## src/hw/rtl/coap_pkg.sv

```systemverilog
// ----------------------------------------------------------------------------
// coap_pkg
// Shared types, codes and constants of the circle offset PD controller.
// ----------------------------------------------------------------------------
package coap_pkg;

  localparam int MUL_AW = 36;
  localparam int MUL_BW = 34;
  localparam int MUL_PW = MUL_AW + MUL_BW;
  localparam int ACC_W  = 48;
  localparam int TRIG_W = 34;
  localparam int ANG_W  = 33;
  localparam int CFG_AW = 8;

  localparam int CORDIC_STEPS = 20;
  localparam logic signed [TRIG_W-1:0] CORDIC_X0 = 34'sd652032874;
  localparam logic [30:0] PHASE_STEP_K = 31'd1749927105;

  localparam logic [7:0] MODE_HOLD  = 8'd0;
  localparam logic [7:0] MODE_TRACK = 8'd1;

  typedef enum logic [1:0] {
    ST_TRACK   = 2'd0,
    ST_HOLD    = 2'd1,
    ST_INVALID = 2'd2
  } status_t;

  typedef enum logic [CFG_AW-1:0] {
    REG_POS_GAIN_X = 8'd0,
    REG_POS_GAIN_Y = 8'd1,
    REG_VEL_GAIN_X = 8'd2,
    REG_VEL_GAIN_Y = 8'd3,
    REG_ORBIT_RATE = 8'd4,
    REG_ORBIT_RAD  = 8'd5,
    REG_ORIGIN_X   = 8'd6,
    REG_ORIGIN_Y   = 8'd7
  } cfg_reg_t;

  typedef enum logic [2:0] {
    S_IDLE,
    S_TRIG_GO,
    S_TRIG,
    S_MUL_GO,
    S_MUL,
    S_OUT
  } state_t;

  typedef struct packed {
    logic [7:0]         mode;
    logic signed [31:0] own_pos_x;
    logic signed [31:0] own_pos_y;
    logic signed [31:0] own_vel_x;
    logic signed [31:0] own_vel_y;
    logic signed [31:0] leader_pos_x;
    logic signed [31:0] leader_pos_y;
    logic signed [31:0] leader_vel_x;
    logic signed [31:0] leader_vel_y;
    logic signed [31:0] leader_acc_x;
    logic signed [31:0] leader_acc_y;
  } in_item_t;

  typedef struct packed {
    logic signed [31:0] accel_x;
    logic signed [31:0] accel_y;
    logic [1:0]         status;
  } out_item_t;

  function automatic logic signed [ANG_W-1:0] atan_turn(input logic [4:0] i);
    logic signed [ANG_W-1:0] v;
    unique case (i)
      5'd0:  v = 33'sd536870912;
      5'd1:  v = 33'sd316933406;
      5'd2:  v = 33'sd167458907;
      5'd3:  v = 33'sd85004756;
      5'd4:  v = 33'sd42667331;
      5'd5:  v = 33'sd21354465;
      5'd6:  v = 33'sd10679838;
      5'd7:  v = 33'sd5340245;
      5'd8:  v = 33'sd2670163;
      5'd9:  v = 33'sd1335087;
      5'd10: v = 33'sd667544;
      5'd11: v = 33'sd333772;
      5'd12: v = 33'sd166886;
      5'd13: v = 33'sd83443;
      5'd14: v = 33'sd41722;
      5'd15: v = 33'sd20861;
      5'd16: v = 33'sd10430;
      5'd17: v = 33'sd5215;
      5'd18: v = 33'sd2608;
      5'd19: v = 33'sd1304;
      default: v = '0;
    endcase
    return v;
  endfunction

  function automatic logic signed [31:0] sat32(input logic signed [MUL_PW-1:0] v);
    logic signed [31:0] r;
    if (v > MUL_PW'(64'sd2147483647)) begin
      r = 32'sh7fffffff;
    end else if (v < MUL_PW'(-64'sd2147483648)) begin
      r = 32'sh80000000;
    end else begin
      r = v[31:0];
    end
    return r;
  endfunction

endpackage

```

## src/hw/rtl/coap_if.sv

```systemverilog
// ----------------------------------------------------------------------------
// coap_if
// Valid/ready channels of the controller: tick in, command out, config write.
// ----------------------------------------------------------------------------
interface coap_tick_if import coap_pkg::*; ();
  logic     valid;
  logic     ready;
  in_item_t data;
  modport source (output valid, output data, input ready);
  modport sink   (input valid, input data, output ready);
  modport mon    (input valid, input data, input ready);
endinterface

interface coap_cmd_if import coap_pkg::*; ();
  logic      valid;
  logic      ready;
  out_item_t data;
  modport source (output valid, output data, input ready);
  modport sink   (input valid, input data, output ready);
  modport mon    (input valid, input data, input ready);
endinterface

interface coap_cfg_if import coap_pkg::*; ();
  logic              valid;
  logic              ready;
  logic [CFG_AW-1:0] addr;
  logic [31:0]       data;
  modport source (output valid, output addr, output data, input ready);
  modport sink   (input valid, input addr, input data, output ready);
  modport mon    (input valid, input addr, input data, input ready);
endinterface

```

## src/hw/rtl/coap_serial_mul.sv

```systemverilog
// ----------------------------------------------------------------------------
// coap_serial_mul
// Bit-serial signed multiplier, one multiplier bit per cycle.
// ----------------------------------------------------------------------------
module coap_serial_mul import coap_pkg::*; (
  input  logic                     clk,
  input  logic                     rst,
  input  logic                     start,
  input  logic signed [MUL_AW-1:0] a,
  input  logic signed [MUL_BW-1:0] b,
  output logic                     done,
  output logic signed [MUL_PW-1:0] p
);

  localparam int CW = $clog2(MUL_BW);

  logic signed [MUL_AW:0]   hi;
  logic [MUL_BW-1:0]        lo;
  logic signed [MUL_AW-1:0] a_q;
  logic [CW-1:0]            cnt;
  logic                     busy;
  logic signed [MUL_AW:0]   addend;
  logic signed [MUL_AW:0]   sum;

  always_comb begin
    if (!lo[0]) begin
      addend = '0;
    end else if (cnt == CW'(MUL_BW - 1)) begin
      addend = -(MUL_AW + 1)'(a_q);
    end else begin
      addend = (MUL_AW + 1)'(a_q);
    end
    sum = hi + addend;
  end

  always_ff @(posedge clk) begin
    if (rst) begin
      busy <= 1'b0;
      done <= 1'b0;
      cnt  <= '0;
    end else begin
      done <= 1'b0;
      if (start) begin
        busy <= 1'b1;
        cnt  <= '0;
      end else if (busy) begin
        cnt <= cnt + 1'b1;
        if (cnt == CW'(MUL_BW - 1)) begin
          busy <= 1'b0;
          done <= 1'b1;
        end
      end
    end
  end

  always_ff @(posedge clk) begin
    if (start) begin
      hi  <= '0;
      lo  <= b;
      a_q <= a;
    end else if (busy) begin
      hi <= sum >>> 1;
      lo <= {sum[0], lo[MUL_BW-1:1]};
    end
  end

  assign p = MUL_PW'({hi, lo});

endmodule

```

## src/hw/rtl/coap_cordic.sv

```systemverilog
// ----------------------------------------------------------------------------
// coap_cordic
// Iterative rotation-mode cordic, one micro-rotation per cycle, with
// quadrant folding of the phase.
// ----------------------------------------------------------------------------
module coap_cordic import coap_pkg::*; #(
  parameter int TRIG_BITS = 10
) (
  input  logic                     clk,
  input  logic                     rst,
  input  logic                     start,
  input  logic [31:0]              phase,
  output logic                     done,
  output logic signed [TRIG_W-1:0] cos_q,
  output logic signed [TRIG_W-1:0] sin_q
);

  localparam logic [31:0] MASK = ~((32'd1 << (32 - TRIG_BITS)) - 32'd1);

  logic signed [TRIG_W-1:0] x, y;
  logic signed [ANG_W-1:0]  z;
  logic [4:0]               i;
  logic [1:0]               q;
  logic                     busy;
  logic [31:0]              a, a_q, z0;
  logic [1:0]               q0;
  logic signed [TRIG_W-1:0] xs, ys;

  always_comb begin
    a  = phase & MASK;
    a_q = a + 32'h2000_0000;
    q0 = a_q[31:30];
    z0 = a - {q0, 30'd0};
    xs = x >>> i;
    ys = y >>> i;
  end

  always_ff @(posedge clk) begin
    if (rst) begin
      busy <= 1'b0;
      done <= 1'b0;
      i    <= '0;
    end else begin
      done <= 1'b0;
      if (start) begin
        busy <= 1'b1;
        i    <= '0;
      end else if (busy) begin
        i <= i + 1'b1;
        if (i == 5'(CORDIC_STEPS - 1)) begin
          busy <= 1'b0;
          done <= 1'b1;
        end
      end
    end
  end

  always_ff @(posedge clk) begin
    if (start) begin
      x <= CORDIC_X0;
      y <= '0;
      z <= ANG_W'($signed(z0));
      q <= q0;
    end else if (busy) begin
      if (!z[ANG_W-1]) begin
        x <= x - ys;
        y <= y + xs;
        z <= z - atan_turn(i);
      end else begin
        x <= x + ys;
        y <= y - xs;
        z <= z + atan_turn(i);
      end
    end
  end

  always_comb begin
    unique case (q)
      2'd0: begin cos_q = x;  sin_q = y;  end
      2'd1: begin cos_q = -y; sin_q = x;  end
      2'd2: begin cos_q = -x; sin_q = -y; end
      default: begin cos_q = y; sin_q = -x; end
    endcase
  end

endmodule

```

## src/hw/rtl/circle_offset_pd_accel_controller_unit.sv

```systemverilog
// ----------------------------------------------------------------------------
// circle_offset_pd_accel_controller_unit
// Circle offset PD acceleration controller: cordic orbit reference and
// per-axis PD with feedforward, all products on one bit-serial multiplier.
// ----------------------------------------------------------------------------
//  channel  dir  payload
//  tick     in   mode, own and leader position/velocity/acceleration
//  cmd      out  accel_x, accel_y, status
//  cfg      in   addr (register index), data
//
//  track request: a cordic run, then 13 products on the serial multiplier;
//  hold request: one product when the orbit has started, else none. One
//  request at a time.
//  Reset clears the gains to their defaults and the orbit state to zero.
//  A stalled command waits in the output register; the next request is
//  taken meanwhile. cfg is always ready.
// ----------------------------------------------------------------------------
module circle_offset_pd_accel_controller_unit import coap_pkg::*; #(
  parameter int TRIG_TABLE_BITS = 10
) (
  input  logic clk,
  input  logic rst,
  coap_cfg_if.sink    cfg,
  coap_tick_if.sink   tick,
  coap_cmd_if.source  cmd
);

  localparam logic [3:0] STEP_RW    = 4'd0;
  localparam logic [3:0] STEP_RWW   = 4'd1;
  localparam logic [3:0] STEP_PX    = 4'd2;
  localparam logic [3:0] STEP_PY    = 4'd3;
  localparam logic [3:0] STEP_VX    = 4'd4;
  localparam logic [3:0] STEP_VY    = 4'd5;
  localparam logic [3:0] STEP_AX    = 4'd6;
  localparam logic [3:0] STEP_AY    = 4'd7;
  localparam logic [3:0] STEP_GPX   = 4'd8;
  localparam logic [3:0] STEP_GPY   = 4'd9;
  localparam logic [3:0] STEP_GVX   = 4'd10;
  localparam logic [3:0] STEP_GVY   = 4'd11;
  localparam logic [3:0] STEP_DELTA = 4'd12;

  logic [15:0]        pos_gain_x, pos_gain_y, vel_gain_x, vel_gain_y;
  logic signed [31:0] orbit_rate, origin_x, origin_y;
  logic [30:0]        orbit_radius;

  state_t state, state_next;
  logic [3:0]         step;
  in_item_t           item;
  status_t            status;
  logic               started;
  logic [31:0]        orbit_phase;
  logic signed [31:0] last_accel_x, last_accel_y;
  logic signed [31:0] rw, rww;
  logic signed [TRIG_W-1:0] c_q, s_q;
  logic signed [MUL_AW-1:0] tpx, tpy, tvx, tvy;
  logic signed [ACC_W-1:0]  ax, ay;
  logic               out_valid;
  out_item_t          out_data;

  logic               accept;
  logic               mul_start, cordic_start, mul_done, cordic_done, load_out;
  logic signed [MUL_AW-1:0] op_a;
  logic signed [MUL_BW-1:0] op_b;
  logic signed [MUL_PW-1:0] prod, p30, p24, p8;
  logic signed [31:0]       t30, t24;
  logic signed [ACC_W-1:0]  t8, ax_sum, ay_sum;
  logic signed [TRIG_W-1:0] c_new, s_new;
  logic signed [MUL_AW-1:0] pos_base_x, pos_base_y, vel_base_x, vel_base_y;

  assign accept    = tick.valid && tick.ready;
  assign cfg.ready = 1'b1;
  assign cmd.valid = out_valid;
  assign cmd.data  = out_data;

  // configuration registers
  always_ff @(posedge clk) begin
    if (rst) begin
      pos_gain_x   <= 16'd128;
      pos_gain_y   <= 16'd128;
      vel_gain_x   <= 16'd51;
      vel_gain_y   <= 16'd51;
      orbit_rate   <= '0;
      orbit_radius <= '0;
      origin_x     <= '0;
      origin_y     <= '0;
    end else if (cfg.valid) begin
      unique case (cfg.addr)
        REG_POS_GAIN_X: pos_gain_x   <= cfg.data[15:0];
        REG_POS_GAIN_Y: pos_gain_y   <= cfg.data[15:0];
        REG_VEL_GAIN_X: vel_gain_x   <= cfg.data[15:0];
        REG_VEL_GAIN_Y: vel_gain_y   <= cfg.data[15:0];
        REG_ORBIT_RATE: orbit_rate   <= cfg.data;
        REG_ORBIT_RAD:  orbit_radius <= cfg.data[30:0];
        REG_ORIGIN_X:   origin_x     <= cfg.data;
        REG_ORIGIN_Y:   origin_y     <= cfg.data;
        default: ;
      endcase
    end
  end

  coap_cordic #(.TRIG_BITS(TRIG_TABLE_BITS)) u_cordic (
    .clk   (clk),
    .rst   (rst),
    .start (cordic_start),
    .phase (orbit_phase),
    .done  (cordic_done),
    .cos_q (c_new),
    .sin_q (s_new)
  );

  coap_serial_mul u_mul (
    .clk   (clk),
    .rst   (rst),
    .start (mul_start),
    .a     (op_a),
    .b     (op_b),
    .done  (mul_done),
    .p     (prod)
  );

  // operand select
  always_comb begin
    unique case (step)
      STEP_RW:    begin op_a = MUL_AW'($signed({1'b0, orbit_radius})); op_b = MUL_BW'(orbit_rate); end
      STEP_RWW:   begin op_a = MUL_AW'(rw);  op_b = MUL_BW'(orbit_rate); end
      STEP_PX:    begin op_a = MUL_AW'($signed({1'b0, orbit_radius})); op_b = c_q; end
      STEP_PY:    begin op_a = MUL_AW'($signed({1'b0, orbit_radius})); op_b = s_q; end
      STEP_VX:    begin op_a = MUL_AW'(rw);  op_b = s_q; end
      STEP_VY:    begin op_a = MUL_AW'(rw);  op_b = c_q; end
      STEP_AX:    begin op_a = MUL_AW'(rww); op_b = c_q; end
      STEP_AY:    begin op_a = MUL_AW'(rww); op_b = s_q; end
      STEP_GPX:   begin op_a = tpx; op_b = MUL_BW'($signed({1'b0, pos_gain_x})); end
      STEP_GPY:   begin op_a = tpy; op_b = MUL_BW'($signed({1'b0, pos_gain_y})); end
      STEP_GVX:   begin op_a = tvx; op_b = MUL_BW'($signed({1'b0, vel_gain_x})); end
      STEP_GVY:   begin op_a = tvy; op_b = MUL_BW'($signed({1'b0, vel_gain_y})); end
      default:    begin op_a = MUL_AW'(orbit_rate);
                        op_b = MUL_BW'($signed({1'b0, PHASE_STEP_K})); end
    endcase
  end

  // product scaling
  always_comb begin
    p30    = prod >>> 30;
    p24    = prod >>> 24;
    p8     = prod >>> 8;
    t30    = sat32(p30);
    t24    = sat32(p24);
    t8     = p8[ACC_W-1:0];
    ax_sum = ax + t8;
    ay_sum = ay + t8;
    pos_base_x = MUL_AW'(item.leader_pos_x) - MUL_AW'(origin_x) - MUL_AW'(item.own_pos_x);
    pos_base_y = MUL_AW'(item.leader_pos_y) - MUL_AW'(origin_y) - MUL_AW'(item.own_pos_y);
    vel_base_x = MUL_AW'(item.leader_vel_x) - MUL_AW'(item.own_vel_x);
    vel_base_y = MUL_AW'(item.leader_vel_y) - MUL_AW'(item.own_vel_y);
  end

  // next state
  always_comb begin
    state_next = state;
    unique case (state)
      S_IDLE: begin
        if (accept) begin
          if (tick.data.mode == MODE_TRACK) begin
            state_next = S_TRIG_GO;
          end else if (started) begin
            state_next = S_MUL_GO;
          end else begin
            state_next = S_OUT;
          end
        end
      end
      S_TRIG_GO: state_next = S_TRIG;
      S_TRIG:    if (cordic_done) state_next = S_MUL_GO;
      S_MUL_GO:  state_next = S_MUL;
      S_MUL: begin
        if (mul_done) begin
          state_next = (step == STEP_DELTA) ? S_OUT : S_MUL_GO;
        end
      end
      S_OUT:     if (!out_valid || cmd.ready) state_next = S_IDLE;
      default:   state_next = S_IDLE;
    endcase
  end

  // state outputs
  always_comb begin
    tick.ready   = (state == S_IDLE);
    cordic_start = (state == S_TRIG_GO);
    mul_start    = (state == S_MUL_GO);
    load_out     = (state == S_OUT) && (!out_valid || cmd.ready);
  end

  always_ff @(posedge clk) begin
    if (rst) begin
      state        <= S_IDLE;
      started      <= 1'b0;
      orbit_phase  <= '0;
      last_accel_x <= '0;
      last_accel_y <= '0;
      out_valid    <= 1'b0;
      step         <= STEP_RW;
    end else begin
      state <= state_next;
      if (accept) begin
        step <= (tick.data.mode == MODE_TRACK) ? STEP_RW : STEP_DELTA;
        if (tick.data.mode == MODE_TRACK && !started) begin
          started     <= 1'b1;
          orbit_phase <= '0;
        end
      end
      if (state == S_MUL && mul_done) begin
        if (step != STEP_DELTA) begin
          step <= step + 1'b1;
        end else begin
          orbit_phase <= orbit_phase + prod[63:32];
        end
        if (step == STEP_GVX) begin
          last_accel_x <= sat32(MUL_PW'(ax_sum));
        end
        if (step == STEP_GVY) begin
          last_accel_y <= sat32(MUL_PW'(ay_sum));
        end
      end
      if (load_out) begin
        out_valid <= 1'b1;
      end else if (cmd.ready) begin
        out_valid <= 1'b0;
      end
    end
  end

  always_ff @(posedge clk) begin
    if (accept) begin
      item <= tick.data;
      if (tick.data.mode == MODE_TRACK) begin
        status <= ST_TRACK;
      end else if (tick.data.mode == MODE_HOLD) begin
        status <= ST_HOLD;
      end else begin
        status <= ST_INVALID;
      end
    end
    if (state == S_TRIG && cordic_done) begin
      c_q <= c_new;
      s_q <= s_new;
    end
    if (state == S_MUL && mul_done) begin
      unique case (step)
        STEP_RW:  rw  <= t24;
        STEP_RWW: rww <= t24;
        STEP_PX:  tpx <= pos_base_x + MUL_AW'(t30);
        STEP_PY:  tpy <= pos_base_y + MUL_AW'(t30);
        STEP_VX:  tvx <= vel_base_x - MUL_AW'(t30);
        STEP_VY:  tvy <= vel_base_y + MUL_AW'(t30);
        STEP_AX:  ax  <= ACC_W'(item.leader_acc_x) - ACC_W'(t30);
        STEP_AY:  ay  <= ACC_W'(item.leader_acc_y) - ACC_W'(t30);
        STEP_GPX, STEP_GVX: ax <= ax_sum;
        STEP_GPY, STEP_GVY: ay <= ay_sum;
        default: ;
      endcase
    end
    if (load_out) begin
      out_data.accel_x <= last_accel_x;
      out_data.accel_y <= last_accel_y;
      out_data.status  <= status;
    end
  end

endmodule

```

## src/flat_wrapper.sv

```systemverilog
// flat-port wrapper written by rule: the top's interface ports become plain ports
module circle_offset_pd_accel_controller_unit_flat import coap_pkg::*;
#(
  parameter int TRIG_TABLE_BITS = 10
)
  (clk, rst, cfg_valid, cfg_addr, cfg_data, cfg_ready, tick_valid, tick_data, tick_ready, cmd_valid, cmd_data, cmd_ready);
  coap_cfg_if cfg_i ();
  coap_tick_if tick_i ();
  coap_cmd_if cmd_i ();
  input  logic clk;
  input  logic rst;
  input wire logic [$bits(cfg_i.valid)-1:0] cfg_valid;
  input wire logic [$bits(cfg_i.addr)-1:0] cfg_addr;
  input wire logic [$bits(cfg_i.data)-1:0] cfg_data;
  output wire logic [$bits(cfg_i.ready)-1:0] cfg_ready;
  input wire logic [$bits(tick_i.valid)-1:0] tick_valid;
  input wire logic [$bits(tick_i.data)-1:0] tick_data;
  output wire logic [$bits(tick_i.ready)-1:0] tick_ready;
  output wire logic [$bits(cmd_i.valid)-1:0] cmd_valid;
  output wire logic [$bits(cmd_i.data)-1:0] cmd_data;
  input wire logic [$bits(cmd_i.ready)-1:0] cmd_ready;
  assign cfg_i.valid = cfg_valid;
  assign cfg_i.addr = cfg_addr;
  assign cfg_i.data = cfg_data;
  assign cfg_ready = cfg_i.ready;
  assign tick_i.valid = tick_valid;
  assign tick_i.data = tick_data;
  assign tick_ready = tick_i.ready;
  assign cmd_valid = cmd_i.valid;
  assign cmd_data = cmd_i.data;
  assign cmd_i.ready = cmd_ready;
  circle_offset_pd_accel_controller_unit #(.TRIG_TABLE_BITS(TRIG_TABLE_BITS)) u_core (.clk(clk), .rst(rst), .cfg(cfg_i), .tick(tick_i), .cmd(cmd_i));
endmodule
```

## config.mk

```make
export PLATFORM = sky130hd
export DESIGN_NAME = circle_offset_pd_accel_controller_unit_flat
export DESIGN_NICKNAME = d
export VERILOG_FILES = /design/src/hw/rtl/coap_pkg.sv /design/src/hw/rtl/coap_if.sv /design/src/hw/rtl/coap_serial_mul.sv /design/src/hw/rtl/coap_cordic.sv /design/src/hw/rtl/circle_offset_pd_accel_controller_unit.sv /design/src/flat_wrapper.sv
export SDC_FILE = /design/constraint.sdc
export NUM_CORES = 2
export LEC_CHECK = 0
export ABC_AREA = 1
export BUFFER_PORTS_ARGS = -buffer_cell sky130_fd_sc_hd__buf_2
export CAP_MARGIN = 20
export CELL_PAD_IN_SITES_DETAIL_PLACEMENT = 0
export CELL_PAD_IN_SITES_GLOBAL_PLACEMENT = 1
export CORE_AREA = 2 2 426 428
export CTS_BUF_LIST = sky130_fd_sc_hd__clkbuf_16
export CTS_CLUSTER_DIAMETER = 200
export DETAILED_ROUTE_END_ITERATION = 8
export DIE_AREA = 0 0 428 430
export GPL_ROUTABILITY_DRIVEN = 0
export PLACE_DENSITY_LB_ADDON = 0.1
export SLEW_MARGIN = 20
export SYNTH_ARGS = -nofsm -noshare
export SYNTH_HDL_FRONTEND = slang
export SYNTH_SLANG_ARGS = --single-unit
export TNS_END_PERCENT = 100
```

## constraint.sdc

```tcl
create_clock -name clk -period 46.6 [get_ports clk]
set_input_delay 9.32 -clock clk [delete_from_list [all_inputs] [get_ports clk]]
set_output_delay 9.32 -clock clk [all_outputs]
set_load 0.02 [all_outputs]
```

# == Word-level counts from Yosys, hierarchy flattened ==
# Memories as Yosys holds them, arrays and structs flattened. A register that Yosys moved wholly into a read port is not among the register bits.
# Index checks and enable logic that the tools add are counted.
# totals
regBits,1280
latchBits,0
ram_bits,0
rom_bits,1920
input_bits,373
out_inout_bits,69
elab_cells,240
n_memories,2
# memory_table
name,words,word_bits,rd,rd_clocked_by_memory_dff,write_ports,line,source
(name not given),32,30,1,1,0,coap_pkg.sv:70,unique case (i)
(name not given),32,30,1,1,0,coap_pkg.sv:70,
# op_classes
add_sub_neg,30
mul,0
div,0
n_lt_le_gt_ge,8
eq_ne,34
shifts,2
mux,60
bitwise_logic,2
reduce_logical,50
# op_table
operator,n
2-to-1 mux 32 bit,12
2-to-1 mux 33 bit,9
case mux 36 bit (7 select lines),1
case mux 34 bit (7 select lines),1
case mux 34 bit (3 select lines),2
subtractor 32 x 32 -> 33 bit,6
case mux 48 bit (2 select lines),2
2-to-1 mux 34 bit,4
subtractor 33 x 32 -> 34 bit,3
adder 48 bit,2
"> comparator 48 x 32 -> 1 bit, second input constant",2
"less-than comparator 48 x 32 -> 1 bit, second input constant",2
2-to-1 mux 37 bit,2
adder 36 x 32 -> 36 bit,2
adder 34 bit,2
negation 34 bit,2
>>> shifter 34 x 5 -> 34 bit,2
subtractor 34 bit,2
"> comparator 46 x 32 -> 1 bit, second input constant",1
"less-than comparator 46 x 32 -> 1 bit, second input constant",1
"> comparator 40 x 32 -> 1 bit, second input constant",1
"less-than comparator 40 x 32 -> 1 bit, second input constant",1
AND reduction 2 bit,19
adder 36 x 37 -> 37 bit,1
other kinds (45),104

# == Depth between registers and ports, before layout ==
# logic_depth
word_depth,7
ltp_mapped,39

# == By module ==
# Synthesis repeated with hierarchy kept, for this count alone.
# hier_totals
hier_cells,12161
area_unflattened_um2,91746.7
# modules_own_cells
module,n_inst,cells_each,area_each_um2,seq_area_each_um2
circle_offset_pd_accel_controller_unit,1,7736,64418.0,28567.4
coap_cordic,1,3366,19771.5,3153.0
coap_serial_mul,1,1059,7557.2,2982.9

# == Least setup slack after synthesis ==
# No wires, ideal clock.
# synth_timing
path_type,input to register
start,input port tick_valid
end,register u_core.orbit_phase[16]
setup_time_ns,0.115
t_arrival_ns,25.242
setup_slack_ns,21.243
cell_stages,8
path_cell_list,inv_1 -> nor2_1 -> nand3_1 -> clkbuf_1 -> nand2_1 -> a21oi_1 -> o21ai_0 -> inv_1
# synth_via
elab_chain_len,4
# synth_lines
element,line,source
from (decl),flat_wrapper.sv:16,input wire logic [$bits(tick_i.valid)-1:0] tick_valid;
logical AND 1 bit (*),circle_offset_pd_accel_controller_unit.sv:70,assign accept = tick.valid && tick.ready;
via u_core.accept,circle_offset_pd_accel_controller_unit.sv:60,logic accept;
2-to-1 mux 32 bit (*),circle_offset_pd_accel_controller_unit.sv:204,if (accept) begin
2-to-1 mux 32 bit,circle_offset_pd_accel_controller_unit.sv:212,if (step != STEP_DELTA) begin
2-to-1 mux 32 bit (*),circle_offset_pd_accel_controller_unit.sv:211,if (state == S_MUL && mul_done) begin
to (signal assigned),circle_offset_pd_accel_controller_unit.sv:215,orbit_phase <= orbit_phase + prod[63:32];
to (decl),circle_offset_pd_accel_controller_unit.sv:51,logic [31:0] orbit_phase;
# Mark *: on every way through the listed nets, which the timed path passes. The rest lies on a longest branch.
# A chain may end at the register's enable or synchronous reset.

# == Worst setup path in the final report ==
# layout_timing
start,input port tick_valid
end,register u_core.item[18] (netlist bit) (enable)
# layout_via
elab_chain_len,1
# layout_lines
element,line,source
logical AND 1 bit,circle_offset_pd_accel_controller_unit.sv:70,
via u_core.accept,circle_offset_pd_accel_controller_unit.sv:60,
to (signal assigned),circle_offset_pd_accel_controller_unit.sv:234,item <= tick.data;
to (decl),circle_offset_pd_accel_controller_unit.sv:48,in_item_t item;
# The timed path passes the listed nets, and every way through them passes these cells.

==> results.md <==
- Setup repair after global routing left no endpoint under its margin.
- After clock tree synthesis, the flow added hold-fix buffers numbering 0.
- The buffer count from post-CTS setup fixing is 0.
- The worst hold path belongs to the class reg -> reg.
- The area share of the largest cell type after synthesis is 28.4%.
- The final setup skew is 0.0426 ns.
- The HPWL after detailed placement is 267 mm.
- The top cell types in the final layout, fill and taps aside, are 2446 x nand2_1, 1388 x inv_1, 1090 x nor2_1, 1002 x a21oi_1, 861 x edfxtp_1.
- The worst path in the final design needs a cycle of 11.71 ns, including I/O delays and setup.
- The core region is 180000 sq um.
- The register bit count reported by yosys is 1306.
- The post-synthesis instance total is 11.7k.
- The register area share after synthesis is 38.2%.
- Entering global routing, the biggest net connects 111 pins.
- The flow ran to the end, and the final reports show no timing, DRC or antenna violations.
- The tree built by TritonCTS fans out to 1306 sinks.
- The H-tree was split into 4 levels.
- For this configuration, the core starts out at a cell density of 50.6%.
- In this run the worst path has a maximum fanout of 79.
- Setup violations remaining at the end of the flow were counted as 0.
- The die is 430 um tall.
- The number of enable-type register cells in the synthesized netlist is 861.
- STA classifies the critical path endpoint as a flip-flop.
- The mean instance size in the synthesized netlist is 7.76 sq um.
- Yosys mapped the design onto 81 distinct sky130hd cell types.
- The net count of the mapped netlist is 12.8k.
- Of all cell types, the one taking the most synthesized area is edfxtp_1.
- After the flow finishes, the layout carries non-filler instances totaling 14.6k.
- After synthesis, the share of flip-flops with an asynchronous set or reset is 0%.
- The number of global-route vias before repair is 80.7k.
- The achievable clock frequency is 0.0854 GHz.
- The cell count after placement is 14.3k.
- The first global-routing pass estimated 504 mm of wire.
- The post-synthesis instance area is 90900 sq um.
- Before CTS, the worst setup slack after placement is 34.03 ns.
- The number of I/O pins is 442.
- The clock latency at the later pin of the worst-skew pair is 0.84 ns.
- Measured along the x axis, the die boundary spans 428 um.
- The worst setup path is of the in -> reg kind.
- Once the clock tree was built, the resizer swapped 0 gates to a different size.
- For this run, the detailed router's first-pass iteration total came to 8.
- The max-slew headroom at the worst pin is 15.3%.
- The library cell used as clock root buffer is clkbuf_16.
- The data arrival time of the critical path is 12.14 ns.
- The number of warnings issued by yosys is 0.
- The number of buffer cells added on primary ports is 440.
- The post-route antenna net violation count is 0.
- Data on the critical path is required at its endpoint by 47.04 ns.
- The routed layout has 86.6k vias.
- Dividing the final minimum period by the clock period gives 25.1%.
- The most frequently used flop master after synthesis is edfxtp_1.
- The transition time of the tightest slew-check pin is 1.26 ns.
- The floorplan has 156 rows.
- In this run the deepest clock path goes through 3 buffers.
- The total wirelength of the detailed-routed design is 343 mm.
- The total global routing overflow is 0.
- In this run, the number of DRC markers left after iteration 0 of detailed routing was 10.2k.
- The number of slew-limit violations in the final report was 0.
- TritonCTS created 146 clock buffers.
- The via-per-instance ratio is 5.94.
- In the final layout, the share of cells above drive strength 1 is 8.49%.
- The final count of hold timing violations is 0.
- The final layout contains 13.1k nets.
- The routed length per placed instance is 23.6 um.
- Leaving out fill and tap cells, the most frequent cell in the layout is nand2_1.
- Cells fill 55.9% of the core in the end.
- The combined global-route utilization of all metal layers is 36.2%.
- The accumulated negative setup slack is 0 ns.
- The number of max-capacitance violations reported is 0.
- The residual DRC count is 0.
- The initial antenna violation count is 18.
- Clock-pin slew was measured on the worst setup and hold paths at 0.06 ns.
- Yosys attributes the largest share of cell area to edfxtp_1 28%, nand2_1 10%, dfxtp_1 9.8%.
- The overall die area is 184000 sq um.
- The synthesis-to-layout area growth is 10.4%.
- The CTS tree is yes.
- The worst setup path is launched from an input pin.
- After layout, the worst setup slack is 34.89 ns.
-- Yosys cell counts, types with 28 or more instances --
cell type and number:
a21o_1 46, a21oi_1 1003, a221oi_1 86, a22o_1 29, a31oi_1 84, buf_1 40, buf_2 28, clkbuf_1 268
dfxtp_1 445, edfxtp_1 861, fa_1 123, ha_1 558, inv_1 1364, nand2_1 2448, nand2_2 62, nand3_1 843
nand3b_1 36, nand4_1 116, nor2_1 1111, nor3_1 150, nor4_1 45, o211ai_1 58, o21a_1 45, o21ai_0 862
o21ai_1 43, o21bai_1 52, o221ai_1 33, o22ai_1 29, xnor2_1 175, xor2_1 327
-- stage by stage --
step / hold WS, ns / area (sq um)
after floorplan: 0.400 / 90900
after global placement: 0.401 / 95600
after detailed placement: 0.407 / 95600
after CTS: 0.413 / 100000
after global routing: 0.415 / 100000
final: 0.413 / 100000
-- metal layers --
metal | wire length (um) | track usage, % | up-vias
li1 | - | - | 40500
met1 | 140000 | 48.8 | 40800
met2 | 151000 | 56.6 | 4521
met3 | 35900 | 7.11 | 727
met4 | 16500 | 15.6 | 4
met5 | 16 | 0 | -
-- path summary, 6_finish.rpt --
path | startpoint | slack [ns] | to | cells past startpoint
max | tick_valid | 34.89 | u_core.item[18] | 6
min | u_core.last_accel_y[25] | 0.41 | u_core.cmd.data[27] | 0
max reg2reg | u_core.u_mul.hi[35] | 40.24 | u_core.tvy[34] | 23
min reg2reg | u_core.last_accel_y[25] | 0.41 | u_core.cmd.data[27] | 0
-- cells by family after synthesis --
family | after synthesis | share of synthesized area [%]
AO/OA/AOI/OAI | 2537 | 15.9
buffers and inverters | 1755 | 7.48
adder cells (fa/ha/maj) | 681 | 10.4
flip-flops | 1306 | 38.2
XOR/XNOR | 502 | 4.84
other | 1 | 0.00412
AND/OR/NAND/NOR | 4932 | 23.2
-- sequential cells by signal (all words and copies together), names as in the netlist, 33 cells and up, named ones only --
signal	cells
u_core.tpy	36
u_core.u_mul.hi	36
u_core.u_mul.a_q	36
u_core.cmd.data	66
u_core.u_cordic.y	34
u_core.c_q	34
u_core.tpx	36
u_core.u_cordic.z	33
u_core.u_mul.lo	34
u_core.s_q	34
u_core.tvy	34
u_core.u_cordic.x	34
u_core.item	320
u_core.ax	48
u_core.tvx	34
u_core.ay	48
-- area by class of cell --
type                       instances  area [sq um]
antenna                           11          27.5
clock buffer                     149          3730
clock inverter                   122          1010
fill                           16900         79400
inverter                        1392          5240
multi-input combinational       8653         49500
sequential                      1306         34800
tap                             2370          2970
timing repair buffer             563          3160
-- worst max-delay path, stage by stage --
cell	delay, ns
buf_2	0.09
inv_1	0.07
nor2_4	0.10
buf_4	0.52
buf_4	0.88
buf_4	0.87
Power is left out: the tool's default activity adds up to more than one toggle a clock period on the data nets, which glitch-free logic cannot reach.
